$ cat src/rtl/sacc_pkg.sv
package sacc_pkg;

  localparam int MAX_SETS_DEF  = 256;
  localparam int MAX_WAYS_DEF  = 8;
  localparam int ADDR_BITS_DEF = 32;
  localparam int TAG_W         = 30;
  localparam int STAMP_W       = 32;
  localparam int CNT_W         = 32;
  localparam int FPTR_W        = 3;
  localparam int CFG_IDX_W     = 3;
  localparam int CFG_DATA_W    = 4;

  typedef enum logic [CFG_IDX_W-1:0] {
    CFG_USE_LRU    = 3'd0,
    CFG_WRITE_BACK = 3'd1,
    CFG_BLK_BITS   = 3'd2,
    CFG_SET_BITS   = 3'd3,
    CFG_WAYS_LOG2  = 3'd4
  } cfg_idx_t;

  typedef struct packed {
    logic clear;
    logic lookup;
    logic update;
  } sacc_cmd_t;

  typedef struct packed {
    logic       use_lru;
    logic       write_back;
    logic [3:0] blk_bits;
    logic [3:0] set_bits;
    logic [1:0] ways_log2;
  } sacc_cfg_t;

endpackage

$ cat src/rtl/sacc_ctrl.sv
module sacc_ctrl
  import sacc_pkg::*;
(
  input  logic      clk,
  input  logic      rst_n,
  input  logic      in_fire,
  input  logic      out_busy,
  input  logic      clr_last,
  output logic      in_ready,
  output sacc_cmd_t cmd
);

  typedef enum logic [3:0] {
    ST_CLEAR  = 4'b0001,
    ST_IDLE   = 4'b0010,
    ST_LOOKUP = 4'b0100,
    ST_UPDATE = 4'b1000
  } state_t;

  state_t state_r, state_nxt;

  always_comb begin
    state_nxt = state_r;
    unique case (state_r)
      ST_CLEAR:  if (clr_last) state_nxt = ST_IDLE;
      ST_IDLE:   if (in_fire) state_nxt = ST_LOOKUP;
      ST_LOOKUP: state_nxt = ST_UPDATE;
      ST_UPDATE: state_nxt = ST_IDLE;
      default:   state_nxt = ST_IDLE;
    endcase
  end

  always_ff @(posedge clk) begin
    if (!rst_n) state_r <= ST_CLEAR;
    else        state_r <= state_nxt;
  end

  assign in_ready   = (state_r == ST_IDLE) && !out_busy;
  assign cmd.clear  = (state_r == ST_CLEAR);
  assign cmd.lookup = (state_r == ST_LOOKUP);
  assign cmd.update = (state_r == ST_UPDATE);

endmodule

$ cat config.mk
export PLATFORM = sky130hd
export DESIGN_NAME = sacc_ctrl
export DESIGN_NICKNAME = d
export VERILOG_FILES = /design/src/rtl/sacc_pkg.sv /design/src/rtl/sacc_ctrl.sv
export SDC_FILE = /design/constraint.sdc
export NUM_CORES = 1
export LEC_CHECK = 0
export BUFFER_PORTS_ARGS = -buffer_cell sky130_fd_sc_hd__buf_2
export CAP_MARGIN = 15
export CORE_AREA = 10 10 47 49
export CTS_CLUSTER_SIZE = 28
export DETAILED_ROUTE_END_ITERATION = 8
export DIE_AREA = 0 0 57 59
export SYNTH_ARGS = -nofsm -noshare
export SYNTH_HDL_FRONTEND = slang
export SYNTH_SLANG_ARGS = --single-unit
$ cat constraint.sdc
create_clock -name clk -period 1.2 [get_ports clk]
set_clock_uncertainty 0.05 [all_clocks]
set_input_delay 0.24 -clock clk [delete_from_list [all_inputs] [get_ports clk]]
set_output_delay 0.24 -clock clk [all_outputs]
set_load 0.005 [all_outputs]
==> summary.md <==
| Metric | Value |
|---|---|
| Yosys top cell area share | 42.4% |
| Cell Chain, Critical Path | nor4b_4 > buf_2 |
| Leakage | 0.000154 µW |
| Cell at the slowest stage of the critical path | dfxtp_2 |
| Slew headroom | 86.1% |
| CTS sink count | 4 |
| Final hold slack | 0.222 ns |
| R2R setup slack | 0.11 ns |
| PnR worst setup slack | -0.113 ns |
| Reg-to-Reg Start | state_r[1]$_SDFFE_PN0P_ |
| First-pass GRT wire length | 876 µm |
| WP data arrival | 1.02 ns |
| Count leader, synth | dfxtp_1 |
| Grt ovf | 0 |
| Hold Path Depth | 3 |
| Crit path kind | reg2out |
| CTS max path bufs | 2 |
| Total core area | 0.00140 mm² |
| Root Driver | clkbuf_4 |
| Distinct cells, synth | 13 |
| Final instance area | 320 µm² |
| Avg WL per Cell | 11.3 µm |
| WHS Endpoint | state_r[3]$_SDFFE_PN0P_ |
| FF/Latch Area | 87.6 µm² |
| Hpwl dp | 398 µm |
| Main flop type after synthesis | dfxtp_1 |
| H-tree depth | 1 |
| Slew @ Worst Pin | 0.207 ns |
| Vias in the first global route | 220 |
| Syn nets | 24 |
| Routed wire length | 543 µm |
| Area Growth Syn to Fin | 69.5% |
| Tmin final | 1.31 ns |
| Number of buffers created by CTS | 3 |
| Worst Reg-to-Reg Cells | 4 |
| Synth Warn # | 0 |
| Area contributors post-synth | dfxtp_1, nor4b_4, and4bb_2 |
| Final ANT Viol Nets | 0 |
| Drt pass-1 iters | 1 |
| Final-stage net count | 39 |
| CP required | 0.91 ns |
| Synth async-reset ratio | 0% |
| Syn Inst Count | 19 |
| CTS tree | built |
| Worst-path maximum fanout | 5 |
| FP Rows | 14 |
| Syn avg cell area | 9.94 µm² |
| IO buf count | 8 |
| Die Area | 0.00336 mm² |
| Fillcell total | 162 |
| P per Cell Area | 1170 mW/mm² |
| Clock slew at reported path FFs | 0.04 ns |
| Fin. Hold Viols | 0 |
| Peak Freq | 761 MHz |
| EDFF count, synth | 0 |
| Slowest stage delay, CP | 0.34 ns |
| Area of the multi-input gates | 124 µm² |
| Crit. End Element | output port |
| DR DRC count | 0 |
| Status | finished, violations left |
| Max rail drop VDD | 0.293 mV |
| Max-cap viol count | 0 |
| Synthesized flop and latch total | 4 |
| Chip Height | 59 µm |
| Hold crit path type | in2reg |
| Max reg flops | 4 |
| Setup violations, final | 4 |
| Most frequent cells after synthesis | dfxtp_1, nor2_1, nand2_1 |
| Largest net degree at the start of global routing | 6 |
| Total number of vias | 185 |
| Max Slew Vio Count | 0 |
| Post-Syn Area | 189 µm² |
| Biggest area consumer among synthesized cells | dfxtp_1 |
| Reg with most FFs | state_r |
| RSZ-0062 raised after global routing | true |
| Post-CTS Hold Buffers | 0 |
| Worst-Skew Late Latency | 0.23 ns |
| 1st-iter DRT viols | 0 |
| Layout cells sized above 1 | 75.0% |
| Violated checks | negative setup slack |
| Vias/cell | 3.85 |
| Startpoint Class | flip-flop |
| Final Wtd Congestion | 0.690 |
| Placed cell areas | 249 µm² |
| Total Routing Usage GR | 3.58% |
| Post-route clock period utilization | 109% |
| Diode count | 0 |
| HP Start | rst_n |
| Die Wd | 57 µm |
| Leading registers by flop count | state_r: 4 flops |
| Initial core utilization | 13.5% |
| Fraction of the yosys area taken by sequential cells | 42.4% |
| Initial antenna violation count | 0 |
| R2R Path End | state_r[1]$_SDFFE_PN0P_ |
| Ports | 9 |
-- per-stage QoR --
stage | worst slack, ns | power (µW) | std cells | util (%) | setup TNS (ns)
after floorplan | 0.153 | 175 | 19 | - | 0
after global placement | 0.0871 | 195 | 43 | 17.8 | 0
after detailed placement | 0.0779 | 196 | 43 | 17.8 | 0
after CTS | -0.135 | 386 | 48 | 22.9 | -0.422
after global routing | -0.171 | 396 | 48 | 22.9 | -0.569
final | -0.113 | 376 | 48 | 22.9 | -0.344
-- cell families (layout without fill, tap and decap cells) --
group                  count (synthesis)  after routing  share of synthesized area [%]
AND/OR/NAND/NOR                       11             11                           43.7
AO/OA/AOI/OAI                          2              2                           7.94
buffers and inverters                  2             15                           5.96
flip-flops                             4              4                           42.4
-- layer usage --
layer  routed length (µm)  vias to the layer above  track usage [%]
met1                  265                       85             3.67
li1                     -                       94                -
met3                   37                        0             2.15
met5                    0                        -                0
met2                  241                        6             4.65
met4                    0                        0             4.03
-- worst max-delay path by stage --
stage | from | endpoint | slack (ns) | cells after the start
after floorplan | state_r[1]$_SDFFE_PN0P_ | cmd[1] | 0.15 | 3
after CTS | state_r[1]$_SDFFE_PN0P_ | cmd[2] | -0.14 | 2
after detailed placement | state_r[1]$_SDFFE_PN0P_ | cmd[1] | 0.08 | 3
final | state_r[1]$_SDFFE_PN0P_ | cmd[2] | -0.11 | 2
after global placement | state_r[3]$_SDFFE_PN0P_ | in_ready | 0.09 | 3
after global routing | state_r[1]$_SDFFE_PN0P_ | cmd[2] | -0.17 | 2
-- cell usage in the layout, fill, tap and decap left out --
cell,netlist,routed
a21oi_1,1,1
and4bb_2,1,1
buf_2,0,8
clkbuf_4,0,3
dfxtp_2,0,3
nor4b_2,0,1
nor2_4,0,1
buf_4,1,3
inv_1,1,1
a21bo_1,1,1
nor3_2,0,1
nor2_1,3,2
nand2_1,2,2
nor4b_4,1,1
nand2b_4,0,1
nand3b_1,1,1
dfxtp_4,0,1
-- critical path, delay by kind of cell, from the launching register on --
kind          cells  cell delay (ns)
buf+inv           1             0.16
simple gates      1             0.29
flops             1             0.34
-- report_power, final --
part           switching, µW  internal [µW]  leakage (µW)  total [µW]
clock network           53.6            112     0.0000138         165
registers               13.6            140     0.0000343         154
logic                   17.9           38.7      0.000105        56.6
-- timing repair --
action                                  4_1_cts  5_1_grt
setup buffers                                 2        0
pin swaps                                     3        1
endpoints found under the setup margin        4        4
gates resized for setup                      10        0
-- area by class of cell --
type / count / share of cell area, %
well taps: 16 / 6.25
inverters: 1 / 1.17
repair buffers: 11 / 19.5
clock buffers: 3 / 7.03
multi-input cells: 13 / 38.7
flip-flops and latches: 4 / 27.3
Note: power is estimated with default switching activity, not from simulation.
